### config.mk
export PLATFORM = sky130hd
export DESIGN_NAME = http_chunked_body_decoder
export DESIGN_NICKNAME = d
export VERILOG_FILES = /design/src/sv/hcbd_pkg.sv /design/src/sv/hcbd_step.sv /design/src/sv/http_chunked_body_decoder.sv
export SDC_FILE = /design/constraint.sdc
export NUM_CORES = 1
export LEC_CHECK = 0
export BUFFER_PORTS_ARGS = -buffer_cell sky130_fd_sc_hd__buf_2
export CAP_MARGIN = 40
export CORE_UTILIZATION = 55
export CTS_BUF_LIST = sky130_fd_sc_hd__clkbuf_16
export CTS_CLUSTER_SIZE = 28
export DETAILED_ROUTE_END_ITERATION = 10
export PLACE_DENSITY = 0.73
export SLEW_MARGIN = 40
export SYNTH_ARGS = -nofsm -noshare
export SYNTH_HDL_FRONTEND = slang
export SYNTH_SLANG_ARGS = --single-unit
### constraint.sdc
create_clock -name clk -period 4.3 [get_ports clk]
set_input_delay 0.86 -clock clk [delete_from_list [all_inputs] [get_ports clk]]
set_output_delay 0.86 -clock clk [all_outputs]
set_load 0.03 [all_outputs]
### src/sv/hcbd_pkg.sv
// Package for the chunked body decoder: decode phases, byte codes, result type, hex lookup.
`default_nettype none
package hcbd_pkg;

	typedef enum logic [2:0] {
		PH_BOUNDARY = 3'd0,
		PH_SIZE     = 3'd1,
		PH_EXT      = 3'd2,
		PH_DATA     = 3'd3,
		PH_DONE     = 3'd4,
		PH_ERROR    = 3'd5
	} phase_t;

	localparam logic [7:0] CH_CR   = 8'h0D;
	localparam logic [7:0] CH_LF   = 8'h0A;
	localparam logic [7:0] CH_SEMI = 8'h3B;

	// Bits of one hex digit.
	localparam int unsigned HEX_BITS = 4;

	typedef struct packed {
		logic       data_valid;
		logic [7:0] data_byte;
		logic       body_end;
		logic       framing_error;
	} result_t;

	typedef struct packed {
		logic                is_hex;
		logic [HEX_BITS-1:0] value;
	} hex_t;

	// Map an ASCII byte to its hexadecimal digit value, if it is one.
	function automatic hex_t hex_decode(input logic [7:0] c);
		hex_t r;
		r.is_hex = 1'b0;
		r.value  = '0;
		if (c >= 8'h30 && c <= 8'h39) begin
			r.is_hex = 1'b1;
			r.value  = HEX_BITS'(c - 8'h30);
		end else if (c >= 8'h61 && c <= 8'h66) begin
			r.is_hex = 1'b1;
			r.value  = HEX_BITS'(c - 8'h57);
		end else if (c >= 8'h41 && c <= 8'h46) begin
			r.is_hex = 1'b1;
			r.value  = HEX_BITS'(c - 8'h37);
		end
		return r;
	endfunction

endpackage
`default_nettype wire

### src/sv/hcbd_step.sv
// Next-state and result logic of the chunked body decoder for one byte.
`default_nettype none
module hcbd_step #(
	parameter int unsigned LINE_LIMIT = 4096,
	parameter int unsigned SIZE_BITS  = 32,
	parameter int unsigned LINE_W     = $clog2(LINE_LIMIT + 1)
) (
	input  wire logic [7:0]           in_byte,
	input  wire logic                 body_start,
	input  wire hcbd_pkg::phase_t     phase_cur,
	input  wire logic [SIZE_BITS-1:0] rem_cur,
	input  wire logic [LINE_W-1:0]    len_cur,
	output hcbd_pkg::phase_t          phase_nxt,
	output logic [SIZE_BITS-1:0]      rem_nxt,
	output logic [LINE_W-1:0]         len_nxt,
	output hcbd_pkg::result_t         result
);

	localparam logic [LINE_W-1:0] LIMIT = LINE_W'(LINE_LIMIT);
	localparam int unsigned       HB    = hcbd_pkg::HEX_BITS;

	hcbd_pkg::phase_t     ph;
	logic [SIZE_BITS-1:0] rem;
	logic [LINE_W-1:0]    len;
	logic [LINE_W-1:0]    len_inc;
	logic                 len_hit;
	logic [SIZE_BITS-1:0] rem_digit;
	logic [SIZE_BITS-1:0] rem_dec;
	hcbd_pkg::hex_t       hex;
	logic                 is_cr;
	logic                 is_lf;

	always_comb begin
		// body_start puts the decoder back at the boundary before this byte
		ph  = body_start ? hcbd_pkg::PH_BOUNDARY : phase_cur;
		rem = body_start ? '0 : rem_cur;
		len = body_start ? '0 : len_cur;

		hex   = hcbd_pkg::hex_decode(in_byte);
		is_cr = (in_byte == hcbd_pkg::CH_CR);
		is_lf = (in_byte == hcbd_pkg::CH_LF);

		len_inc = (len < LIMIT) ? len + LINE_W'(1) : len;
		len_hit = (len_inc >= LIMIT);

		// saturate once the top digit is occupied
		if (rem[SIZE_BITS-1 -: HB] != '0)
			rem_digit = '1;
		else
			rem_digit = {rem[SIZE_BITS-HB-1:0], hex.value};

		rem_dec = rem - SIZE_BITS'(1);

		phase_nxt = ph;
		rem_nxt   = rem;
		len_nxt   = len;
		result    = '0;

		case (ph)
			hcbd_pkg::PH_BOUNDARY: begin
				if (!is_cr && !is_lf) begin
					if (hex.is_hex) begin
						rem_nxt   = SIZE_BITS'(hex.value);
						len_nxt   = LINE_W'(1);
						phase_nxt = hcbd_pkg::PH_SIZE;
					end else begin
						rem_nxt   = '0;
						len_nxt   = '0;
						phase_nxt = hcbd_pkg::PH_ERROR;
					end
				end
			end
			hcbd_pkg::PH_SIZE: begin
				if (is_lf) begin
					phase_nxt = hcbd_pkg::PH_ERROR;
				end else begin
					len_nxt = len_inc;
					if (len_hit)
						phase_nxt = hcbd_pkg::PH_ERROR;
					else if (hex.is_hex)
						rem_nxt = rem_digit;
					else if (is_cr || in_byte == hcbd_pkg::CH_SEMI)
						phase_nxt = hcbd_pkg::PH_EXT;
					else
						phase_nxt = hcbd_pkg::PH_ERROR;
				end
			end
			hcbd_pkg::PH_EXT: begin
				if (is_lf) begin
					len_nxt = '0;
					if (rem == '0) begin
						result.body_end = 1'b1;
						phase_nxt       = hcbd_pkg::PH_DONE;
					end else begin
						phase_nxt = hcbd_pkg::PH_DATA;
					end
				end else begin
					len_nxt = len_inc;
					if (len_hit)
						phase_nxt = hcbd_pkg::PH_ERROR;
				end
			end
			hcbd_pkg::PH_DATA: begin
				if (rem != '0) begin
					result.data_valid = 1'b1;
					result.data_byte  = in_byte;
					rem_nxt           = rem_dec;
					if (rem_dec == '0)
						phase_nxt = hcbd_pkg::PH_BOUNDARY;
				end else begin
					phase_nxt = hcbd_pkg::PH_BOUNDARY;
				end
			end
			hcbd_pkg::PH_DONE: begin
				phase_nxt = hcbd_pkg::PH_DONE;
			end
			default: begin
				phase_nxt = hcbd_pkg::PH_ERROR;
			end
		endcase

		result.framing_error = (phase_nxt == hcbd_pkg::PH_ERROR);
	end

endmodule
`default_nettype wire

### src/sv/http_chunked_body_decoder.sv
// Top level of the HTTP/1.1 chunked body decoder: handshake, stage registers, decode state.
//
// Input channel: in_valid / in_ready carry one body byte (in_byte) and the
// body_start flag, which returns the decoder to a chunk boundary with cleared
// size and line count before that byte is decoded.
// Output channel: out_valid / out_ready carry exactly one result item per
// input item: data_valid with data_byte (zero when not a payload byte),
// body_end on the LF closing the zero-size chunk line, and the sticky
// framing_error flag.
// Path: an accepted byte is held in the input register; the step logic then
// decodes it against the decode state and the result is loaded into the
// output register, which drives out_valid and the result outputs.
// Throughput: one item per cycle while the receiver takes results; the decode
// state is updated in the same cycle in which an item moves from the input
// register to the output register, so the next byte sees it at once.
// Reset (arst_n low): both stages empty, decoder at a chunk boundary with
// zero size and line count.
// Receiver stall: the output register holds its item; the input register
// keeps its byte and in_ready drops once both stages are full, so nothing
// is dropped or repeated. Up to two items are held during a stall.
`default_nettype none
module http_chunked_body_decoder #(
	parameter int unsigned LINE_LIMIT = 4096,
	parameter int unsigned SIZE_BITS  = 32
) (
	input  wire logic       clk,
	input  wire logic       arst_n,
	input  wire logic       in_valid,
	output logic            in_ready,
	input  wire logic [7:0] in_byte,
	input  wire logic       body_start,
	output logic            out_valid,
	input  wire logic       out_ready,
	output logic            data_valid,
	output logic [7:0]      data_byte,
	output logic            body_end,
	output logic            framing_error
);

	localparam int unsigned LINE_W = $clog2(LINE_LIMIT + 1);

	// input stage
	logic       valid_s1;
	logic [7:0] byte_s1;
	logic       start_s1;

	// result stage
	logic              valid_s2;
	hcbd_pkg::result_t result_s2;

	// decode state
	hcbd_pkg::phase_t     phase_q;
	logic [SIZE_BITS-1:0] rem_q;
	logic [LINE_W-1:0]    len_q;

	hcbd_pkg::phase_t     phase_nxt;
	logic [SIZE_BITS-1:0] rem_nxt;
	logic [LINE_W-1:0]    len_nxt;
	hcbd_pkg::result_t    result_nxt;

	logic load_s2;
	logic load_s1;

	// Advance the result stage when it is empty or its item is taken;
	// advance the input stage when it is empty or its item moves on.
	assign load_s2  = valid_s1 && (!valid_s2 || out_ready);
	assign in_ready = !valid_s1 || load_s2;
	assign load_s1  = in_valid && in_ready;

	always_ff @(posedge clk or negedge arst_n) begin
		if (!arst_n) begin
			valid_s1 <= 1'b0;
		end else if (in_ready) begin
			valid_s1 <= in_valid;
		end
	end

	always_ff @(posedge clk) begin
		if (load_s1) begin
			byte_s1  <= in_byte;
			start_s1 <= body_start;
		end
	end

	hcbd_step #(
		.LINE_LIMIT (LINE_LIMIT),
		.SIZE_BITS  (SIZE_BITS),
		.LINE_W     (LINE_W)
	) u_step (
		.in_byte    (byte_s1),
		.body_start (start_s1),
		.phase_cur  (phase_q),
		.rem_cur    (rem_q),
		.len_cur    (len_q),
		.phase_nxt  (phase_nxt),
		.rem_nxt    (rem_nxt),
		.len_nxt    (len_nxt),
		.result     (result_nxt)
	);

	// Commit the decode state only when the byte actually moves to the result stage.
	always_ff @(posedge clk or negedge arst_n) begin
		if (!arst_n) begin
			phase_q <= hcbd_pkg::PH_BOUNDARY;
			rem_q   <= '0;
			len_q   <= '0;
		end else if (load_s2) begin
			phase_q <= phase_nxt;
			rem_q   <= rem_nxt;
			len_q   <= len_nxt;
		end
	end

	always_ff @(posedge clk or negedge arst_n) begin
		if (!arst_n) begin
			valid_s2 <= 1'b0;
		end else if (load_s2) begin
			valid_s2 <= 1'b1;
		end else if (out_ready) begin
			valid_s2 <= 1'b0;
		end
	end

	always_ff @(posedge clk) begin
		if (load_s2) begin
			result_s2 <= result_nxt;
		end
	end

	assign out_valid     = valid_s2;
	assign data_valid    = result_s2.data_valid;
	assign data_byte     = result_s2.data_byte;
	assign body_end      = result_s2.body_end;
	assign framing_error = result_s2.framing_error;

	// A payload byte never comes with an end mark or a framing error.
	a_result_exclusive: assert property (@(posedge clk) disable iff (!arst_n)
		valid_s2 |-> !(result_s2.data_valid && (result_s2.body_end || result_s2.framing_error)))
		else $error("payload byte flagged as end or error");

	// While passing data, bytes are still owed.
	a_data_owed: assert property (@(posedge clk) disable iff (!arst_n)
		phase_q == hcbd_pkg::PH_DATA |-> rem_q != '0)
		else $error("data phase with zero bytes left");

	// A stalled result stays in the output register.
	a_hold_result: assert property (@(posedge clk) disable iff (!arst_n)
		valid_s2 && !out_ready |=> valid_s2 && $stable(result_s2))
		else $error("stalled result lost or changed");

	// Decode state moves only when an item moves to the result stage.
	a_state_commit: assert property (@(posedge clk) disable iff (!arst_n)
		!load_s2 |=> $stable(phase_q) && $stable(rem_q) && $stable(len_q))
		else $error("decode state changed without an item");

endmodule
`default_nettype wire
==> metrics.txt, run 1 <==
Seq/Total Area, Yosys approximately 36%; Slowest cell on crit path or4_2; Slew headroom between 50% and 60%; sequence of cells on the critical path or4_2 > or4_4 > o31ai_4 > buf_4 > o21ai_0 > nand2_1 > a21oi_1 > a211o_1; count leader, synth nand2_1; Synth top area share 24.4%; Final Max Tran Viols 0; GRT overflow 0; total power ~2.3 mW; worst slack, placed roughly 1.0 ns; Critical Path RT around 4.5 ns; H-tree Lvls 3; LEAKAGE 2.25 nW; drt initial violations slightly above 500; Post-Syn Instances 640; largest net degree at the start of global routing roughly 50; Buf/Inv on CP 1; ratio of cells with drive above 1 in the final layout between 10 and 15%; final net count 657; dominant synthesized flop cell dfrtp_1; global-route wire length before repair 25200 microns; Die W a little under 100 microns; Synthesized Nets between 600 and 700; CTS tree done; number of global-route vias before repair around 5100; top post-synthesis cells by area dfrtp_1 (24%), edfxtp_1 (12%), nand2_1 (6.1%); via total after detailed routing approximately 5200; CTS Root Cell clkbuf_16; ys async rst share 71.4%; mean routed wirelength per cell around 20 microns; CTS max path bufs 2; synth unique cells between 70 and 80; Netlist Area Pre-Place 5140 sq um; Hold Crit Class flop to flop; I/O pin cnt 26; initial core utilization 57.8%; Post-Route WL 15000 microns; crit path launch type flop; Max-Cap Viols 0; DRT Pass-1 Iters 5; die height 98.6 microns; Post-synth EDFFs 20; Diodes inserted 0; initial antenna violation count 0; Port Buf Inserts 25; FMAX 309 MHz; crit-path max FO 29; Tmin final 3.24 ns; Slew @ Worst Pin 0.729 ns; setup ws final 1.06 ns; cell taking the most area after synthesis dfrtp_1; synth-to-layout area growth 8.11%; CTS Hold Bufs 0; Layout Skew approximately 0.0065 ns; kind of critical path flop to flop; yosys warns 0; DIE AREA just under 10000 sq um; # rows 34; CP delay by family, top simple AND/OR/NAND/NOR gates; Setup Buffers After CTS 0; Fill cells just under 800; Peak VDD IR roughly 0.22 mV; core area 8890 sq um; CP endpoint kind flop; Final Hold Fails 0; Max stage delay on crit path between 1 and 1.5 ns; Tcrit/Tclk final about three quarters; GP Congestion 0.949; GRT Resource Usage Total approximately 33%; RSZ-0062 raised after global routing no; Mapped Avg Cell Area 8.03 sq um; Seq cells post-synth 70; P per Cell Area roughly 420 nW/um^2; setup_tns 0 ns; worst skew pair latency roughly 0.34 ns; synth cell count leaders nand2_1 (83), nor2_1 (61), o21ai_0 (54); status finished, final reports clean; CTS Buf Count 9; Hold WS 0.500 ns; post-DR vias/cell about 6.9; clk sinks 70; HPWL after detailed placement approximately 10000 microns; Resized cells post-CTS 0; Worst Path Arrival around 3.5 ns; Setup violations, final 0; DRC errors left 0; clock-pin slew on the worst setup and hold paths about 0.060 ns; antenna-violating nets left 0
==> final timing paths <==
kind	startpoint	to	slack, ns	cells past startpoint
min reg2reg	valid_s1	out_valid	0.50	1
min	valid_s1	out_valid	0.50	1
max reg2reg	rem_q[28]	rem_q[21]	1.06	8
max	rem_q[28]	rem_q[21]	1.06	8
min in group asynchronous	arst_n	rem_q[13]	0.62	2
max in group asynchronous	arst_n	len_q[2]	3.20	2
==> layout by cell type (no fill, tap or decap), drive strengths merged, types with 5 or more instances in the layout <==
cell,instances
and2,10
a22o,7
xnor2,8
edfxtp,20
o31ai,9
nand3,16
nor2,63
ha,6
a21oi,30
nor2b,9
nor3,43
inv,15
nor4,14
or4,8
nand4,13
dfrtp,50
o21a,6
clkbuf,9
a31oi,16
nand2,83
buf,36
o211ai,8
nor4b,5
and3,6
or3,7
o21ai,65
o32ai,7
==> cells by family (layout without fill, tap and decap cells) <==
logic type	Yosys count	count (layout)	synth area share (%)
compound gates	190	190	25.1
flops	70	70	36.0
fa+ha+maj	6	6	1.46
mux	5	5	0.999
xor+xnor	12	12	2.05
buf+inv	62	65	5.14
simple gates	295	295	29.2
==> layer usage <==
metal / wire length (microns) / up-vias / track usage (%)
met4: 505 / 0 / 14.8
met5: 0 / - / 0
met3: 1220 / 63 / 5.67
met2: 7000 / 311 / 53.6
li1: - / 2381 / -
met1: 6240 / 2429 / 42.3
==> power by group <==
group | internal [mW] | switching (mW) | total (mW)
combinational | 0.257 | 0.500 | 0.757
clock | 0.397 | 0.322 | 0.719
sequential | 0.746 | 0.117 | 0.863
==> state kept, by name, summed over array words and instances, names as in the netlist <==
signal / cells
body_end: 1
byte_s1: 8
data_byte: 8
data_valid: 1
framing_error: 1
len_q: 13
out_valid: 1
phase_q: 3
rem_q: 32
start_s1: 1
valid_s1: 1
==> metrics by stage <==
| step | std cells | area (sq um) | util [%] |
|---|---|---|---|
| finish | 751 | 5550 | 62.5 |
| global route | 751 | 5550 | 62.5 |
| CTS | 750 | 5550 | 62.4 |
| detailed placement | 734 | 5270 | 59.2 |
| floorplan | 640 | 5140 | - |
| global placement | 734 | 5260 | 59.2 |
==> final cells by class <==
type | count | area (sq um) | area share, %
tap | 108 | 135 | 2.43
sequential | 70 | 1850 | 33.3
inverter | 13 | 50.0 | 0.901
timing repair buffer | 36 | 205 | 3.69
clock inverter | 7 | 55.1 | 0.991
clock buffer | 9 | 225 | 4.05
multi-input combinational | 508 | 3030 | 54.6
No activity file was read; power rests on OpenSTA's default activity.
==> run 2: changes to the inputs <==
==> constraint.sdc (replaced) <==
create_clock -name clk -period 3.2 [get_ports clk]
set_input_delay 0.64 -clock clk [delete_from_list [all_inputs] [get_ports clk]]
set_output_delay 0.64 -clock clk [all_outputs]
set_load 0.03 [all_outputs]
==> run 2 against run 1 <==
Effect of this change: combinational power is 41% higher; worst hold slack lost 0.32 ns; sequential share of layout area decreased by 0.68 points; final cell count increased by 1.7%; power grew 38%; final area grew 2.1%; via count grew 1.3%; clock power up 42%; global-route usage grew 0.49 points; critical path type unchanged; highest routed layer unchanged.
==> metrics.txt, run 2 (synthesis gave the netlist of run 1 again) <==
status finished, final reports clean; CTS max path bufs 2 (unchanged); initial antenna violation count 0 (unchanged); crit path launch type flop; crit-path max FO 20 (-31%); Non-Filler Instances 764 (+1.7%); HPWL after detailed placement 10700 microns (+7.8%); CTS Buf Count 9 (unchanged); I/O pin cnt 26 (unchanged); Layout Skew 0.00828 ns (+0.00177 ns); max reg flops 32 (unchanged); kind of critical path flop to flop; CP endpoint kind flop; DRC errors left 0 (unchanged); worst skew pair latency 0.34 ns (about the same); most frequent cells in the layout nand2_1 (83), nor2_1 (60), o21ai_0 (54); largest register by flop count rem_q; Setup Buffers After CTS 0 (unchanged); Final Max Tran Viols 0 (unchanged); Resized cells post-CTS 0 (unchanged); Port Buf Inserts 25 (unchanged); Max-Cap Viols 0 (unchanged); CTS Hold Bufs 0 (unchanged); Setup violations, final 0 (unchanged); ratio of cells with drive above 1 in the final layout 13.7% (+1.6 points); global-route wire length before repair 25400 microns (+0.52%); largest net degree at the start of global routing 30 (-41%); die height 98.6 microns (unchanged); antenna-violating nets left 0 (unchanged); total power 3.23 mW (+38%); GRT overflow 0 (unchanged); CTS Root Cell clkbuf_16; final net count 670 (+2.0%); R2R cell count 8 (unchanged); number of global-route vias before repair 5097 (-0.18%); Tcrit/Tclk final 91.5% (+16 points); DRT Pass-1 Iters 5 (unchanged); core area 8890 sq um (unchanged); Hold Crit Class primary input to async pin; Largest regs rem_q x32, len_q x13; RSZ-0062 raised after global routing no; Slew @ Worst Pin 0.730 ns (+0.000950 ns); most common cell after layout, fill and taps aside nand2_1; Critical Path RT 3.42 ns (-1.11 ns); # rows 34 (unchanged); CTS tree done; synth-to-layout area growth 10.4%; drt initial violations 448 (-11%); Peak VDD IR 0.427 mV (+97%); LEAKAGE 2.32 nW (+3.4%); worst slack, placed 0.315 ns (-0.695 ns); GRT Resource Usage Total 33.1% (+0.49 points); setup_tns 0 ns (unchanged); Slew headroom 51.3% (-0.063 points); Post-Route WL 15400 microns (+2.9%); clk sinks 70 (unchanged); Fill cells 747 (-3.0%); DIE AREA 9730 sq um (unchanged); Tmin final 2.93 ns (-0.313 ns); via total after detailed routing 5251 (+1.3%); clock-pin slew on the worst setup and hold paths 0.06 ns (about the same); setup ws final 0.272 ns (-0.787 ns); H-tree Lvls 3 (unchanged); Diodes inserted 0 (unchanged); FMAX 342 MHz (+11%); Die W 98.6 microns (unchanged); GP Congestion 0.927 (-2.2%); mean routed wirelength per cell 20.2 microns (+1.1%); initial core utilization 57.8% (unchanged); Worst Path Arrival 3.14 ns (-0.33 ns); Inst Count DP 748 (+1.9%); P per Cell Area 570 nW/um^2 (+35%); Final Hold Fails 0 (unchanged); post-DR vias/cell 6.87 (-0.43%)
[run 2: cell type report]
| cell class | instances | area (sq um) | area share [%] |
|---|---|---|---|
| inverter | 13 | 48.8 | 0.861 |
| tap | 108 | 135 | 2.38 |
| clock inverter | 7 | 72.6 | 1.28 |
| timing repair buffer | 49 | 305 | 5.39 |
| clock buffer | 9 | 225 | 3.97 |
| sequential | 70 | 1850 | 32.7 |
| multi-input combinational | 508 | 3030 | 53.5 |
[run 2: final timing paths]
check / to / slack, ns / start
setup / recovery: rem_q[21] / 0.27 / rem_q[4]
hold / removal: rem_q[13] / 0.18 / arst_n
setup reg to reg: rem_q[21] / 0.27 / rem_q[4]
hold reg to reg: len_q[10] / 0.52 / len_q[10]
max in group asynchronous: len_q[6] / 2.40 / arst_n
min in group clk: byte_s1[5] / 0.47 / in_byte[5]
[run 2: report_power, final]
part	total, mW	switching (mW)	internal [mW]
Sequential	1.14	0.135	1.00
Combinational	1.07	0.703	0.370
Clock	1.02	0.418	0.605
Total	3.23	1.26	1.98
[run 2: metal layers]
layer	vias to the layer above	wire length, microns	GRT usage, %
met5	-	0	0
met4	0	504	16.2
met3	51	1180	5.32
met2	285	7390	55.6
met1	2515	6330	41.8
li1	2400	-	-
[run 2: per-stage QoR]
| step | area, sq um | hold slack (ns) | util [%] |
|---|---|---|---|
| 6_report | 5670 | 0.184 | 63.8 |
| 4_1_cts | 5670 | 0.200 | 63.8 |
| 3_5_place_dp | 5370 | 0.500 | 60.4 |
| 2_1_floorplan | 5140 | 0.344 | - |
| 5_1_grt | 5670 | 0.214 | 63.8 |
| 3_3_place_gp | 5370 | 0.478 | 60.4 |
[run 2: worst max-delay path, cell delays in order, from the launching register on]
cell and delay [ns]:
dfrtp_1 0.47, or4_4 0.62, or4_4 0.59, o31ai_4 0.21, buf_4 0.32, o21ai_0 0.16
nand2_1 0.09, a21oi_1 0.07, a211o_1 0.27
